`config.mk`:
```
export PLATFORM = sky130hd
export DESIGN_NAME = windowed_moving_average_core
export DESIGN_NICKNAME = d
export VERILOG_FILES = /design/src/sv/wma_pkg.sv /design/src/sv/windowed_moving_average_core.sv
export SDC_FILE = /design/constraint.sdc
export NUM_CORES = 1
export LEC_CHECK = 0
export BUFFER_PORTS_ARGS = -buffer_cell sky130_fd_sc_hd__buf_2
export CAP_MARGIN = 20
export CELL_PAD_IN_SITES_DETAIL_PLACEMENT = 1
export CELL_PAD_IN_SITES_GLOBAL_PLACEMENT = 1
export CORE_MARGIN = 2
export CORE_UTILIZATION = 50
export CTS_CLUSTER_SIZE = 8
export DETAILED_ROUTE_END_ITERATION = 16
export GPL_ROUTABILITY_DRIVEN = 0
export PLACE_DENSITY = 0.74
export SLEW_MARGIN = 30
export SYNTH_ARGS = -nofsm -noshare
export SYNTH_HDL_FRONTEND = slang
export SYNTH_SLANG_ARGS = --single-unit
```
`constraint.sdc`:
```
create_clock -name clk -period 6.19 [get_ports clk]
set_input_delay 0 -clock clk [delete_from_list [all_inputs] [get_ports clk]]
set_output_delay 0 -clock clk [all_outputs]
set_load 0.03 [all_outputs]
```
`src/sv/wma_pkg.sv`:
```
// ----------------------------------------------------------------------------
// wma_pkg
// Shared types and constants for the windowed moving average core.
// ----------------------------------------------------------------------------
package wma_pkg;

	localparam int MAX_WINDOW_DEF  = 64;
	localparam int SAMPLE_BITS_DEF = 16;
	localparam int WINDOW_W        = 7;
	localparam int APB_ADDR_W      = 3;
	localparam int APB_DATA_W      = 32;

	// register index, taken from paddr[2]
	localparam logic REG_WINDOW_SIZE = 1'b0;

	typedef enum logic [2:0] {
		ST_IDLE,
		ST_PREP,
		ST_ADJ,
		ST_DIV,
		ST_FIN
	} wma_state_t;

endpackage

```
`src/sv/windowed_moving_average_core.sv`:
```
// ----------------------------------------------------------------------------
// windowed_moving_average_core: boxcar averager over a signed sample stream
// The core takes one request at a time: it captures the sample, prepares the sweep (ST_PREP),
// adjusts the running sum over the ring (ST_ADJ), runs a serial restoring divider (ST_DIV)
// and hands the result to the output register (ST_FIN). No new request is taken until the
// last one is through; a stalled result holds the core in its final state.
// Reset clears sum, fill count, pointer and window_size (to 1); the ring needs no clearing.
// ----------------------------------------------------------------------------
module windowed_moving_average_core #(
	parameter int MAX_WINDOW  = wma_pkg::MAX_WINDOW_DEF,
	parameter int SAMPLE_BITS = wma_pkg::SAMPLE_BITS_DEF
) (
	input  logic                                   clk,
	input  logic                                   arst_n,
	// input stream
	input  logic                                   s_axis_tvalid,
	output logic                                   s_axis_tready,
	// bits [SAMPLE_BITS-1:0]: sample, upper bits: zero padding
	input  logic [((SAMPLE_BITS+7)/8)*8-1:0]       s_axis_tdata,
	input  logic                                   s_axis_tlast,   // last_sample
	// result stream
	output logic                                   m_axis_tvalid,
	input  logic                                   m_axis_tready,
	// bits [SAMPLE_BITS-1:0]: average, upper bits: zero padding
	output logic [((SAMPLE_BITS+7)/8)*8-1:0]       m_axis_tdata,
	// configuration port
	input  logic                                   psel,
	input  logic                                   penable,
	input  logic                                   pwrite,
	input  logic [wma_pkg::APB_ADDR_W-1:0]         paddr,
	input  logic [wma_pkg::APB_DATA_W-1:0]         pwdata,
	output logic [wma_pkg::APB_DATA_W-1:0]         prdata,
	output logic                                   pready
);
	import wma_pkg::*;

	// Widths derived from the parameters.
	localparam int TW  = ((SAMPLE_BITS + 7) / 8) * 8;         // stream data width
	localparam int AW  = (MAX_WINDOW > 1) ? $clog2(MAX_WINDOW) : 1;  // ring address
	localparam int NW  = $clog2(MAX_WINDOW + 1);              // counts 0..MAX_WINDOW
	localparam int SW  = SAMPLE_BITS + NW + 1;                // running sum, never wraps
	localparam int CW  = (NW > WINDOW_W) ? NW : WINDOW_W;     // window compare width
	localparam int DCW = $clog2(SW);                          // divider step counter

	// ------------------------------------------------------------------
	// Configuration register. Write it only while no request is in work;
	// each step reads it once, in ST_PREP.
	// ------------------------------------------------------------------
	logic [WINDOW_W-1:0] window_q;
	logic                cfg_wr;

	assign pready = 1'b1;
	assign cfg_wr = psel && penable && pwrite && (paddr[2] == REG_WINDOW_SIZE);

	always_ff @(posedge clk or negedge arst_n) begin
		if (!arst_n) begin
			window_q <= WINDOW_W'(1);
		end else if (cfg_wr) begin
			window_q <= pwdata[WINDOW_W-1:0];
		end
	end

	// Read back the window register, zero for any other address.
	always_comb begin
		prdata = '0;
		if (paddr[2] == REG_WINDOW_SIZE) begin
			prdata = APB_DATA_W'(window_q);
		end
	end

	// ------------------------------------------------------------------
	// State machine and control strobes.
	// ------------------------------------------------------------------
	wma_state_t state_q, state_d;

	logic             s_fire;       // input request taken this cycle
	logic             adj_done;     // ring sweep finished, sum is final
	logic             out_load;     // move the quotient into the output register
	logic [NW-1:0]    cnt_q;        // ring reads still to issue
	logic             pend_q;       // ring read data lands this cycle
	logic [DCW-1:0]   div_cnt_q;
	logic             m_valid_q;

	assign s_fire   = s_axis_tvalid && s_axis_tready;
	assign adj_done = (cnt_q == '0) && !pend_q;

	always_ff @(posedge clk or negedge arst_n) begin
		if (!arst_n) begin
			state_q <= ST_IDLE;
		end else begin
			state_q <= state_d;
		end
	end

	always_comb begin
		state_d       = state_q;
		s_axis_tready = 1'b0;
		out_load      = 1'b0;
		case (state_q)
			ST_IDLE: begin
				s_axis_tready = 1'b1;
				if (s_axis_tvalid) begin
					state_d = ST_PREP;
				end
			end
			ST_PREP: begin
				state_d = ST_ADJ;
			end
			ST_ADJ: begin
				if (adj_done) begin
					state_d = ST_DIV;
				end
			end
			ST_DIV: begin
				if (div_cnt_q == '0) begin
					state_d = ST_FIN;
				end
			end
			ST_FIN: begin
				// hold the result until the output register frees up
				if (!m_valid_q || m_axis_tready) begin
					out_load = 1'b1;
					state_d  = ST_IDLE;
				end
			end
			default: begin
				state_d = ST_IDLE;
			end
		endcase
	end

	// ------------------------------------------------------------------
	// Sample ring: one synchronous memory, one write and one read port.
	// The new sample is written only after the sweep, so the slot it lands
	// in can still be read as the oldest sample leaving a full window.
	// ------------------------------------------------------------------
	logic signed [SAMPLE_BITS-1:0] ring [MAX_WINDOW];
	logic signed [SAMPLE_BITS-1:0] rd_data_q;
	logic        [AW-1:0]          rd_ptr_q;
	logic                          ring_we;
	logic                          rd_issue;

	assign ring_we  = (state_q == ST_ADJ) && adj_done;
	assign rd_issue = (state_q == ST_ADJ) && (cnt_q != '0);

	logic signed [SAMPLE_BITS-1:0] sample_q;
	logic                          last_q;
	logic        [AW-1:0]          slot_q;

	always_ff @(posedge clk) begin
		if (ring_we) begin
			ring[slot_q] <= sample_q;
		end
		if (rd_issue) begin
			rd_data_q <= ring[rd_ptr_q];
		end
	end

	// ------------------------------------------------------------------
	// Step preparation: new window length and the sweep that turns the
	// previous sum into the new one. With k counting back from the new
	// sample (k = 0), the old sum covers k = 1..n_prev and the new one
	// k = 0..n_new-1: add k = n_prev+1..n_new-1 or drop k = n_new..n_prev.
	// ------------------------------------------------------------------
	logic [NW-1:0]   fill_q;
	logic [NW-1:0]   n_prev_q;
	logic [NW-1:0]   n_q;
	logic            add_q;         // sweep adds (1) or drops (0) samples
	logic signed [SW-1:0] sum_q;

	logic [NW-1:0]   fill_next;
	logic [CW-1:0]   win_eff;
	logic [NW-1:0]   n_new;
	logic [NW-1:0]   n_m1;
	logic            grow;
	logic [NW-1:0]   k_start;
	logic [NW-1:0]   sweep_len;
	logic [NW:0]     base_ext;
	logic [NW:0]     start_ext;

	always_comb begin
		fill_next = (fill_q == NW'(MAX_WINDOW)) ? fill_q : fill_q + NW'(1);

		// zero window acts as one, oversized window saturates
		if (window_q == '0) begin
			win_eff = CW'(1);
		end else if (CW'(window_q) > CW'(MAX_WINDOW)) begin
			win_eff = CW'(MAX_WINDOW);
		end else begin
			win_eff = CW'(window_q);
		end

		n_new = (CW'(fill_next) < win_eff) ? fill_next : NW'(win_eff);
		n_m1  = n_new - NW'(1);
		grow  = (n_m1 > n_prev_q);

		if (grow) begin
			k_start   = n_prev_q + NW'(1);
			sweep_len = n_m1 - n_prev_q;
		end else begin
			k_start   = n_new;
			sweep_len = n_prev_q - n_m1;
		end

		// ring address of the sample k_start steps back, wrapped
		base_ext = (NW+1)'(slot_q);
		if ((NW+1)'(k_start) > base_ext) begin
			start_ext = base_ext + (NW+1)'(MAX_WINDOW) - (NW+1)'(k_start);
		end else begin
			start_ext = base_ext - (NW+1)'(k_start);
		end
	end

	// ------------------------------------------------------------------
	// Datapath: sweep, running sum, per-sequence state.
	// ------------------------------------------------------------------
	logic [SW-1:0]   quo_q;        // dividend shifts out, quotient shifts in
	logic [NW-1:0]   rem_q;
	logic            neg_q;

	always_ff @(posedge clk or negedge arst_n) begin
		if (!arst_n) begin
			sum_q    <= '0;
			fill_q   <= '0;
			n_prev_q <= '0;
			slot_q   <= '0;
			cnt_q    <= '0;
			pend_q   <= 1'b0;
		end else begin
			case (state_q)
				ST_PREP: begin
					sum_q <= sum_q + SW'(sample_q);
					cnt_q <= sweep_len;
				end
				ST_ADJ: begin
					pend_q <= rd_issue;
					if (rd_issue) begin
						cnt_q <= cnt_q - NW'(1);
					end
					if (pend_q) begin
						if (add_q) begin
							sum_q <= sum_q + SW'(rd_data_q);
						end else begin
							sum_q <= sum_q - SW'(rd_data_q);
						end
					end
					if (adj_done) begin
						// advance the sequence state, or clear it after the last sample
						if (last_q) begin
							sum_q    <= '0;
							fill_q   <= '0;
							n_prev_q <= '0;
							slot_q   <= '0;
						end else begin
							fill_q   <= fill_next;
							n_prev_q <= n_q;
							slot_q   <= (slot_q == AW'(MAX_WINDOW - 1)) ? '0
							            : slot_q + AW'(1);
						end
					end
				end
				default: begin
				end
			endcase
		end
	end

	// Payload registers: captured request, sweep pointer, divider.
	logic [NW:0] rem_try;

	assign rem_try = {rem_q, quo_q[SW-1]} - (NW+1)'(n_q);

	always_ff @(posedge clk) begin
		if (s_fire) begin
			sample_q <= s_axis_tdata[SAMPLE_BITS-1:0];
			last_q   <= s_axis_tlast;
		end
		case (state_q)
			ST_PREP: begin
				n_q      <= n_new;
				add_q    <= grow;
				rd_ptr_q <= AW'(start_ext);
			end
			ST_ADJ: begin
				if (rd_issue) begin
					rd_ptr_q <= (rd_ptr_q == '0) ? AW'(MAX_WINDOW - 1) : rd_ptr_q - AW'(1);
				end
				if (adj_done) begin
					// divide the magnitude, restore the sign afterwards
					neg_q     <= sum_q[SW-1];
					quo_q     <= sum_q[SW-1] ? SW'(-sum_q) : SW'(sum_q);
					rem_q     <= '0;
					div_cnt_q <= DCW'(SW - 1);
				end
			end
			ST_DIV: begin
				// one restoring step per cycle
				if (!rem_try[NW]) begin
					rem_q <= rem_try[NW-1:0];
				end else begin
					rem_q <= {rem_q[NW-2:0], quo_q[SW-1]};
				end
				quo_q     <= {quo_q[SW-2:0], !rem_try[NW]};
				div_cnt_q <= div_cnt_q - DCW'(1);
			end
			default: begin
			end
		endcase
	end

	// ------------------------------------------------------------------
	// Output register: parts the result side from the core.
	// ------------------------------------------------------------------
	logic [SW-1:0]          quo_signed;
	logic [TW-1:0]          m_data_q;

	assign quo_signed = neg_q ? (-quo_q) : quo_q;

	always_ff @(posedge clk or negedge arst_n) begin
		if (!arst_n) begin
			m_valid_q <= 1'b0;
		end else if (out_load) begin
			m_valid_q <= 1'b1;
		end else if (m_axis_tready) begin
			m_valid_q <= 1'b0;
		end
	end

	always_ff @(posedge clk) begin
		if (out_load) begin
			m_data_q <= TW'(quo_signed[SAMPLE_BITS-1:0]);
		end
	end

	assign m_axis_tvalid = m_valid_q;
	assign m_axis_tdata  = m_data_q;

endmodule

```
Word level (Yosys, flattened, before mapping)
Memories as Yosys holds them, arrays and structs flattened. A register that Yosys moved wholly into a read port is not among the register bits.
Index checks and enable logic that the tools add are counted.
- bitwise gates (word level): 1
- magnitude comparators: 4
- equality and inequality tests: 11
- $add $sub $neg: 18
- reduce and logical (&&, ||, !) cells: 24
- multiplexer cells: 43
- operators with widths (operator ; number):
    two-way mux 24 bit ; 6
    case mux 24 bit (2 select lines) ; 2
    two-way mux 7 bit ; 12
    adder 24 x 16 -> 24 bit ; 2
    two-way mux 6 bit ; 5
    case mux 7 bit (2 select lines) ; 2
    negator 24 bit ; 1
    subtractor 24 x 16 -> 24 bit ; 1
    two-way mux 16 bit ; 1
    negator 16 bit ; 1
    case mux 3 bit (5 select lines) ; 1
    adder 7 x 1 -> 7 bit (second input constant) ; 2
    zero test 7 bit ; 2
    subtractor 7 x 1 -> 7 bit (second input constant) ; 2
    subtractor 7 bit ; 2
    adder 6 x 1 -> 6 bit (second input constant) ; 2
    two-way mux 3 bit ; 4
    case mux 6 bit (2 select lines) ; 1
    subtractor 6 bit ; 2
    != test 2 bit (second input constant) ; 5
    case mux 5 bit (2 select lines) ; 1
    subtractor 8 x 7 -> 8 bit ; 1
    equality test 7 bit (second input constant) ; 1
    greater-than comparator 7 x 6 -> 1 bit ; 1
    other kinds (22) ; 41
- memories: 1
- word-level logic and storage cells: 121
- bits in writable memories: 1024
- flip-flop bits (word level): 147
- input bits: 59
- output and inout port bits: 51
- memory list (name ; depth ; width ; read ports ; clocked after memory_dff ; wr ports ; RTL line ; source):
    ring ; 64 ; 16 ; 1 ; 1 ; 1 ; windowed_moving_average_core.sv:137 ; logic signed [SAMPLE_BITS-1:0] ring [MAX_WINDOW];

Longest topological paths before layout
Gate-level depths: netlist (run 1).
- depth after elaboration: 11
- gate-level depth with buffers: 28
- depth with buffers taken out: 27

Least setup slack after synthesis (run 1)
OpenSTA, ideal clock, no wires.
- path type: reg2reg
- start point: register fill_q[0]
- end point: register rd_ptr_q[5] (data pin)
- period minus slack after synthesis: 5.678 ns
- data required time: 5.921 ns
- path buffers: 2
- library setup time: 0.269 ns
- stages on the path, launching flop included: 27
- path slack: 0.512 ns
- arrival: 5.409 ns
- cells stage by stage: dfrtp_1 inv_1 ha_1 nand3_2 nand2_1 inv_1 ha_1 a21oi_1 a21oi_2 a211oi_2 o21ai_4 buf_6 mux2i_2 xnor2_1 ha_1 a21o_1 a211o_1 o21ai_1 buf_2 mux2_2 ha_1 a21o_1 a21o_1 a21o_1 a21oi_1 xor2_1 o21ai_0
- cells in the longest elaborated chain, start to end: 10
- elaborated cells between the ends (all ways): 13
- RTL lines (item ; RTL line ; source):
    start: declaration ; windowed_moving_average_core.sv:165 ; logic [NW-1:0] fill_q;
    start signal: assignment ; windowed_moving_average_core.sv:255 ; fill_q <= fill_next;
    adder 7 x 1 -> 7 bit / equality test 7 bit (equally long branches) ; windowed_moving_average_core.sv:182 ; fill_next = (fill_q == NW'(MAX_WINDOW)) ? fill_q : fill_q + NW'(1);
    two-way mux 7 bit * ; windowed_moving_average_core.sv:182 ;
    < comparator 7 bit ; windowed_moving_average_core.sv:193 ; n_new = (CW'(fill_next) < win_eff) ? fill_next : NW'(win_eff);
    two-way mux 7 bit * ; windowed_moving_average_core.sv:193 ;
    subtractor 7 x 1 -> 7 bit ; windowed_moving_average_core.sv:194 ; n_m1 = n_new - NW'(1);
    greater-than comparator 7 bit ; windowed_moving_average_core.sv:195 ; grow = (n_m1 > n_prev_q);
    two-way mux 7 bit * ; windowed_moving_average_core.sv:197 ; if (grow) begin
    subtractor 6 bit (tied with other cells) ; windowed_moving_average_core.sv:210 ; start_ext = base_ext - (NW+1)'(k_start);
    two-way mux 6 bit * ; windowed_moving_average_core.sv:207 ; if ((NW+1)'(k_start) > base_ext) begin
    case mux 6 bit (2 select lines) * ; windowed_moving_average_core.sv:278 ; case (state_q)
    end signal: assignment ; windowed_moving_average_core.sv:282 ; rd_ptr_q <= AW'(start_ext);
    end signal: assignment ; windowed_moving_average_core.sv:286 ; rd_ptr_q <= (rd_ptr_q == '0) ? AW'(MAX_WINDOW - 1) : rd_ptr_q - AW'(1);
    end: declaration ; windowed_moving_average_core.sv:139 ; logic [AW-1:0] rd_ptr_q;
Every way passes the cells marked *; elsewhere a longest branch is shown, timed or not.
A chain may end at the register's enable or synchronous reset.

Worst setup path in the final report (run 1)
- start point: register fill_q[0]
- end point: register rd_ptr_q[5] (data pin)
- cells in the longest elaborated chain, start to end: 10
- elaborated cells between the ends (all ways): 13
- RTL lines (item ; RTL line ; source):
    adder 7 x 1 -> 7 bit / equality test 7 bit (equally long branches) ; windowed_moving_average_core.sv:182 ;
    two-way mux 7 bit * ; windowed_moving_average_core.sv:182 ;
    < comparator 7 bit ; windowed_moving_average_core.sv:193 ;
    two-way mux 7 bit * ; windowed_moving_average_core.sv:193 ;
    named net n_new[4] ; windowed_moving_average_core.sv:173 ; logic [NW-1:0] n_new;
    subtractor 7 x 1 -> 7 bit * ; windowed_moving_average_core.sv:194 ;
    greater-than comparator 7 bit * ; windowed_moving_average_core.sv:195 ;
    named net grow ; windowed_moving_average_core.sv:175 ; logic grow;
    two-way mux 7 bit * ; windowed_moving_average_core.sv:197 ;
    subtractor 6 bit (tied with other cells) ; windowed_moving_average_core.sv:210 ;
    two-way mux 6 bit * ; windowed_moving_average_core.sv:207 ;
    case mux 6 bit (2 select lines) * ; windowed_moving_average_core.sv:278 ;
The timed path passes the listed nets; every way through them passes the cells marked *.

==> impl_metrics.ini, run 1 <==
[clock_network]
root_buffer = clkbuf_16
worstSkewPairLatency_ns = 0.78
clock-sinks = 1187
clk_pin_slew_ns = 0.05
cts_buffers = 166
clockBufferDepth = 3
htree_num_levels = 4
cts_tree = built

[logic_synthesis]
synth_top_cells_by_count = edfxtp_1, mux4_2, nor2_1
syn_area_um2 = 50900
synth_most_common_cell = edfxtp_1
synth_top_cell_area_share_pct = 66.3
synthCells = 2839
synth_edf_count = 1124
syn_area_per_cell_um2 = 17.9
seq_area_frac_synth_pct = 69.4
synthArstFlopShare_pct = 5.31
ys.flop_type = edfxtp_1
synth_cell_types = 83
synth_seq_cells = 1187
synth_warnings = 0
yosysTopAreaCell = edfxtp_1
ys_top_cells_by_area = edfxtp_1, mux4_2, dfrtp_1, ha_1, o21ai_0

[pwr]
combPwrFrac_pct = 38.1
p_seq_share_pct = 34.4
leakage_uw = 0.0197
intPower_uw = 19200
switching_power_uw = 10400
powerDensity_nw_per_um2 = 506
max-vdd-ir-drop_uv = 481
p_sw_share_pct = 35.1
total_power_uw = 29600
clock_power_share_pct = 27.5

[global_route]
grt_antenna_before_repair = 0
grt_pass1_vias = 30300
grt_max_degree = 120
grt_pass1_wl_um = 200000
grt.overflow.total = 0
track_usage_pct = 26.4

[sta]
fin_crit_ns = 5.76
worst_pin_slew_ns = 0.955
drv_slew = 0
rsz0062_at_grt = false
hold_violations = 0
tns_ns = 0
min_period_over_period_pct = 93.0
slew_headroom_pct = 36.3
holdWs_ns = 0.102
finalSetupViolCount = 0
finClkSkew_ns = 0.0251
fmax_ghz = 0.174

[place]
port_buffers = 56
dp_hpwl_um = 79400

[setup_path]
ff2ff_path_depth = 25
path_max_fanout = 9
critPathCaptureType = flop
path_class = flop to flop
critPathArrivalTime_ns = 6.25
critPathRequiredTime_ns = 6.69
critPathLaunchType = flop

[final_layout]
n_fill_cell = 9012
final_layout_size_suffix_gt1_share_pct = 22.8
fin_nets = 3271
syn_to_final_growth_pct = 14.6

[detailed_routing]
drt-initial-drc-count = 2785
viasPerCell = 6.20
wl_per_cell_um = 29.7
dr.pass1.iters = 5
via_count = 28100
drt_wl_total_um = 134000
ant_nets = 0
drc_errors = 0

[min_path]
min_path_type = primary input to flop
whs_path_depth = 4

[floorplanning]
core_area_um2 = 101000
initial_core_util_pct = 50.2
die_h_um = 323
rows = 117
ioPinCount = 110
die_area_um2 = 104000
fp.dieW_um = 323

[job]
cap_violations = 0

[outcome]
status = finished clean
==> per-layer routing <==
| metal | share of wire [%] | vias to the layer above | wire length, um | track usage (%) |
|---|---|---|---|---|
| met5 | 0 | - | 0 | 0 |
| met2 | 51 | 1039 | 68900 | 45.2 |
| met4 | 3.2 | 0 | 4290 | 9.39 |
| li1 | - | 11800 | - | - |
| met1 | 40 | 15000 | 53500 | 34.3 |
| met3 | 5.8 | 222 | 7770 | 4.24 |
==> state kept, by name, summed over array words and instances (netlist names), 3 cells and up <==
| signal | cells |
|---|---|
| window_q | 7 |
| rem_q | 7 |
| cnt_q | 7 |
| rd_data_q | 16 |
| rd_ptr_q | 6 |
| slot_q | 6 |
| state_q | 3 |
| sample_q | 16 |
| ring | 1024 |
| n_q | 7 |
| quo_q | 24 |
| sum_q | 24 |
| n_prev_q | 7 |
| div_cnt_q | 5 |
| m_axis_tdata | 16 |
| fill_q | 7 |
==> kinds of logic after synthesis <==
group / synth area share (%)
other: 0.0147
flip-flops: 69.4
AND/OR/NAND/NOR: 3.93
adder cells (fa/ha/maj): 2.52
AO/OA/AOI/OAI: 4.79
multiplexers: 15.3
XOR/XNOR: 2.10
buffers and inverters: 1.99
==> metrics by stage <==
stage	cell area, um^2	cells	setup slack [ns]	util, %
2_1_floorplan	51000	2863	0.512	-
3_3_place_gp	53200	4252	0.293	52.5
3_5_place_dp	53200	4253	0.00294	52.5
4_1_cts	58300	4522	0.00836	57.5
5_1_grt	58400	4526	0.0604	57.6
6_report	58400	4528	0.434	57.6
==> power groups by stage <==
stage / Combinational [uW] / Clock (uW) / Sequential [uW]
after floorplan: 7750 / 0 / 10200
after global placement: 10600 / 0 / 10300
after detailed placement: 11100 / 0 / 10300
after CTS: 11200 / 8240 / 10200
after global routing: 12100 / 8530 / 10200
final: 11300 / 8130 / 10200
==> final timing paths <==
check,start,to,slack [ns]
min reg2reg,n_prev_q[6],n_prev_q[6],0.51
min in group asynchronous,arst_n,n_prev_q[0],0.49
max in group asynchronous,arst_n,sum_q[9],5.21
min,m_axis_tready,m_axis_tvalid,0.10
max,fill_q[0],rd_ptr_q[5],0.43
max reg2reg,fill_q[0],rd_ptr_q[5],0.43
==> what timing repair did <==
action	in CTS	in global routing
endpoints found under the setup margin	0	2
resized for setup	0	4
hold buffers	56	0
buffers inserted	0	4
endpoints found under the hold margin	90	0
==> worst max-delay path, cell delays in order (launching register included) <==
cell	delay, ns
dfrtp_1	0.45
ha_1	0.29
xor2_1	0.19
nand2_2	0.13
inv_1	0.08
ha_1	0.31
a21oi_1	0.21
a21oi_2	0.09
a211oi_2	0.29
o21ai_4	0.15
buf_4	0.17
mux2i_2	0.21
xnor2_1	0.10
ha_1	0.36
a21o_1	0.23
a211o_1	0.34
o21ai_4	0.25
buf_4	0.18
inv_2	0.09
mux2_2	0.29
ha_1	0.33
a21o_1	0.21
a21o_1	0.19
a21oi_1	0.16
xor2_1	0.15
o21ai_0	0.08
==> cell usage in the layout, fill, tap and decap left out, types with 57 or more instances in the layout <==
master / count
xor2_1: 57
dfrtp_1: 62
o21ai_0: 119
a21oi_1: 96
nand2_1: 122
buf_4: 110
edfxtp_1: 1124
inv_1: 77
ha_1: 93
nor2_1: 141
mux4_2: 312
clkbuf_16: 166
xnor2_1: 62
==> final cells by class <==
cell class / count / area (um^2) / share of cell area (%)
clock inverters: 11 / 231 / 0.396
clock buffers: 202 / 4290 / 7.35
well taps: 1368 / 1710 / 2.93
multi-input cells: 1446 / 14700 / 25.2
flip-flops and latches: 1187 / 35300 / 60.5
repair buffers: 230 / 1810 / 3.10
inverters: 82 / 308 / 0.527
diodes: 2 / 5.00 / 0.00857
Power figures use the tool's default switching activity.
==> run 2, diff against run 1 <==
--- a/config.mk
+++ b/config.mk
@@ -5,6 +5,7 @@
 export SDC_FILE = /design/constraint.sdc
 export NUM_CORES = 1
 export LEC_CHECK = 0
+export ABC_AREA = 1
 export BUFFER_PORTS_ARGS = -buffer_cell sky130_fd_sc_hd__buf_2
 export CAP_MARGIN = 20
 export CELL_PAD_IN_SITES_DETAIL_PLACEMENT = 1
@@ -14,7 +15,7 @@
 export CTS_CLUSTER_SIZE = 8
 export DETAILED_ROUTE_END_ITERATION = 16
 export GPL_ROUTABILITY_DRIVEN = 0
-export PLACE_DENSITY = 0.74
+export PLACE_DENSITY = 0.78
 export SLEW_MARGIN = 30
 export SYNTH_ARGS = -nofsm -noshare
 export SYNTH_HDL_FRONTEND = slang
==> impl_metrics.ini, run 2 <==
[floorplanning]
initial_core_util_pct = 50.3
fp.dieW_um = 329
core_area_um2 = 105000
rows = 119
die_area_um2 = 108000
die_h_um = 329
ioPinCount = 110

[setup_path]
critPathRequiredTime_ns = 6.70
rrSetupSlack_ns = 0.46
critPathMostFrequentCell = nand2_1
critPathLaunchType = flop
r2r_start = fill_q[0]
path_class = flop to flop
r2r_end = rd_ptr_q[4]
slowest_delay_ns = 0.44
critPathCaptureType = flop
ff2ff_path_depth = 36
critPathArrivalTime_ns = 6.24
path_max_fanout = 17
cp_slowest_cell = fa_1

[detailed_routing]
viasPerCell = 6.33
drt-initial-drc-count = 3825
wl_per_cell_um = 27.5
drc_errors = 0
drt_wl_total_um = 167000
dr.pass1.iters = 7
ant_nets = 0
via_count = 38500

[logic_synthesis]
yosysTopAreaCell = edfxtp_1
seq_area_frac_synth_pct = 66.8
ys.flop_type = edfxtp_1
synth_seq_cells = 1187
synth_warnings = 0
syn_area_um2 = 52900
synth_edf_count = 1124
synth_most_common_cell = edfxtp_1
synth_top_cell_area_share_pct = 63.8
synth_top_cells_by_count = edfxtp_1, nor2_1, o21ai_0
synth_cell_types = 61
synthArstFlopShare_pct = 5.31
synthCells = 4462
ys_top_cells_by_area = edfxtp_1, o21ai_0, nor2_1, dfrtp_1, nand2_1
syn_area_per_cell_um2 = 11.9

[final_layout]
largest_register = ring
final_cell_mix = edfxtp_1, nor2_1, o21ai_0, nand2_1, inv_1
final_layout_size_suffix_gt1_share_pct = 9.53
fin_nets = 4785
syn_to_final_growth_pct = 13.6
n_fill_cell = 10600
diodes = 0
top_regs = ring (1024), quo_q (24), sum_q (24)
final_common_cell = edfxtp_1
final_cells = 6072
largest_reg_flops = 1024

[sta]
fmax_ghz = 0.174
slew_headroom_pct = 30.8
fin_crit_ns = 5.73
drv_slew = 0
tns_ns = 0
min_period_over_period_pct = 92.6
setup_ws_ns = 0.459
finClkSkew_ns = 0.0312
finalSetupViolCount = 0
holdWs_ns = 0.122
worst_pin_slew_ns = 1.04
hold_violations = 0

[pwr]
max-vdd-ir-drop_uv = 400
powerDensity_nw_per_um2 = 543
leakage_uw = 0.0212
total_power_uw = 32600

[global_route]
grt_antenna_before_repair = 1
met3_usage_pct = 4.60
grt_pass1_wl_um = 250000
track_usage_pct = 30.7
grt.overflow.total = 0
use_met1_pct = 39.9
grt_use_met2_pct = 50.7
busiest_layer = met2
grt_max_degree = 195
grt_pass1_vias = 40100

[min_path]
hold_start = m_axis_tready
min_path_type = primary input to flop
holdPathEnd = m_axis_tvalid
whs_path_depth = 5

[clock_network]
clock-sinks = 1187
htree_num_levels = 4
cts_buffers = 167
clk_pin_slew_ns = 0.05
worstSkewPairLatency_ns = 0.77
cts_tree = built
root_buffer = clkbuf_16
clockBufferDepth = 3

[place]
post-place-cells = 5781
port_buffers = 56
dp_hpwl_um = 96000
pre_cts_slack_ns = 0.267

[outcome]
status = finished clean

[job]
cap_violations = 0
-- run 2: cell types whose count changed in the layout (fill, tap and decap cells not counted), moves of 51 or more --
| cell | previous run | this run |
|---|---|---|
| nand3_1 | 42 | 193 |
| o22ai_1 | 14 | 133 |
| o221ai_1 | 13 | 127 |
| o21ai_0 | 119 | 525 |
| nor2_1 | 141 | 657 |
| inv_1 | 77 | 212 |
| nand2_1 | 122 | 405 |
| mux4_2 | 312 | 0 |
| mux2i_1 | 41 | 92 |
| o211ai_1 | 8 | 125 |
-- run 2: logic make-up after synthesis --
logic type	after synthesis	synth area share, %
flip-flops	1187	66.8
AO/OA/AOI/OAI	1130	12.8
buffers and inverters	506	4.10
adder cells (fa/ha/maj)	99	2.43
XOR/XNOR	79	1.32
AND/OR/NAND/NOR	1367	10.8
multiplexers	92	1.74
other	2	0.0142
-- run 2: cell type report --
| cell class | instances | area [um^2] | share of cell area, % |
|---|---|---|---|
| inverter | 230 | 883 | 1.47 |
| timing repair buffer | 248 | 1990 | 3.31 |
| clock buffer | 208 | 4420 | 7.35 |
| sequential | 1187 | 35300 | 58.8 |
| tap | 1391 | 1740 | 2.90 |
| multi-input combinational | 2793 | 15500 | 25.8 |
| clock inverter | 15 | 215 | 0.358 |
-- run 2: worst max path at each step --
stage | start | end | cells after the start
2_1_floorplan | fill_q[0] | rd_ptr_q[5] | 35
3_3_place_gp | fill_q[0] | rd_ptr_q[4] | 33
3_5_place_dp | fill_q[0] | rd_ptr_q[4] | 33
4_1_cts | fill_q[0] | rd_ptr_q[4] | 33
5_1_grt | fill_q[0] | rd_ptr_q[4] | 36
6_report | fill_q[0] | rd_ptr_q[4] | 36
-- run 2: worst max-delay path: cells and delay by family (launching register included) --
family	cells	cell delay, ns
xor gates and xnor gates	2	0.39
and+or+nand+nor	21	2.19
adders and majority gates	5	1.51
AOI/OAI and AO/OA	3	0.45
DFF	1	0.39
buffers and inverters	5	0.56
-- run 2: power by group --
part | switching [uW] | leakage [uW] | internal (uW)
registers | 534 | 0.0109 | 9740
clock network | 3370 | 0.00225 | 4940
logic | 10000 | 0.00805 | 4030
total | 13900 | 0.0212 | 18700
-- run 2: per-layer routing --
metal	vias up	wire length [um]
met2	1818	80900
met4	2	8120
met3	429	12400
met1	19600	65800
met5	-	11
li1	16600	-
-- run 2: metrics by stage --
stage | utilization, % | area, um^2
floorplan | - | 53000
global placement | 52.1 | 54700
detailed placement | 52.1 | 54800
CTS | 57.0 | 60000
global route | 57.2 | 60100
finish | 57.2 | 60100
-- run 2: timing repair --
action / 4_1_cts / 5_1_grt
gates resized for setup: 0 / 5
hold buffers: 58 / 1
hold endpoints to repair: 123 / 44
buffers inserted: 0 / 7
setup endpoints to repair: 0 / 5
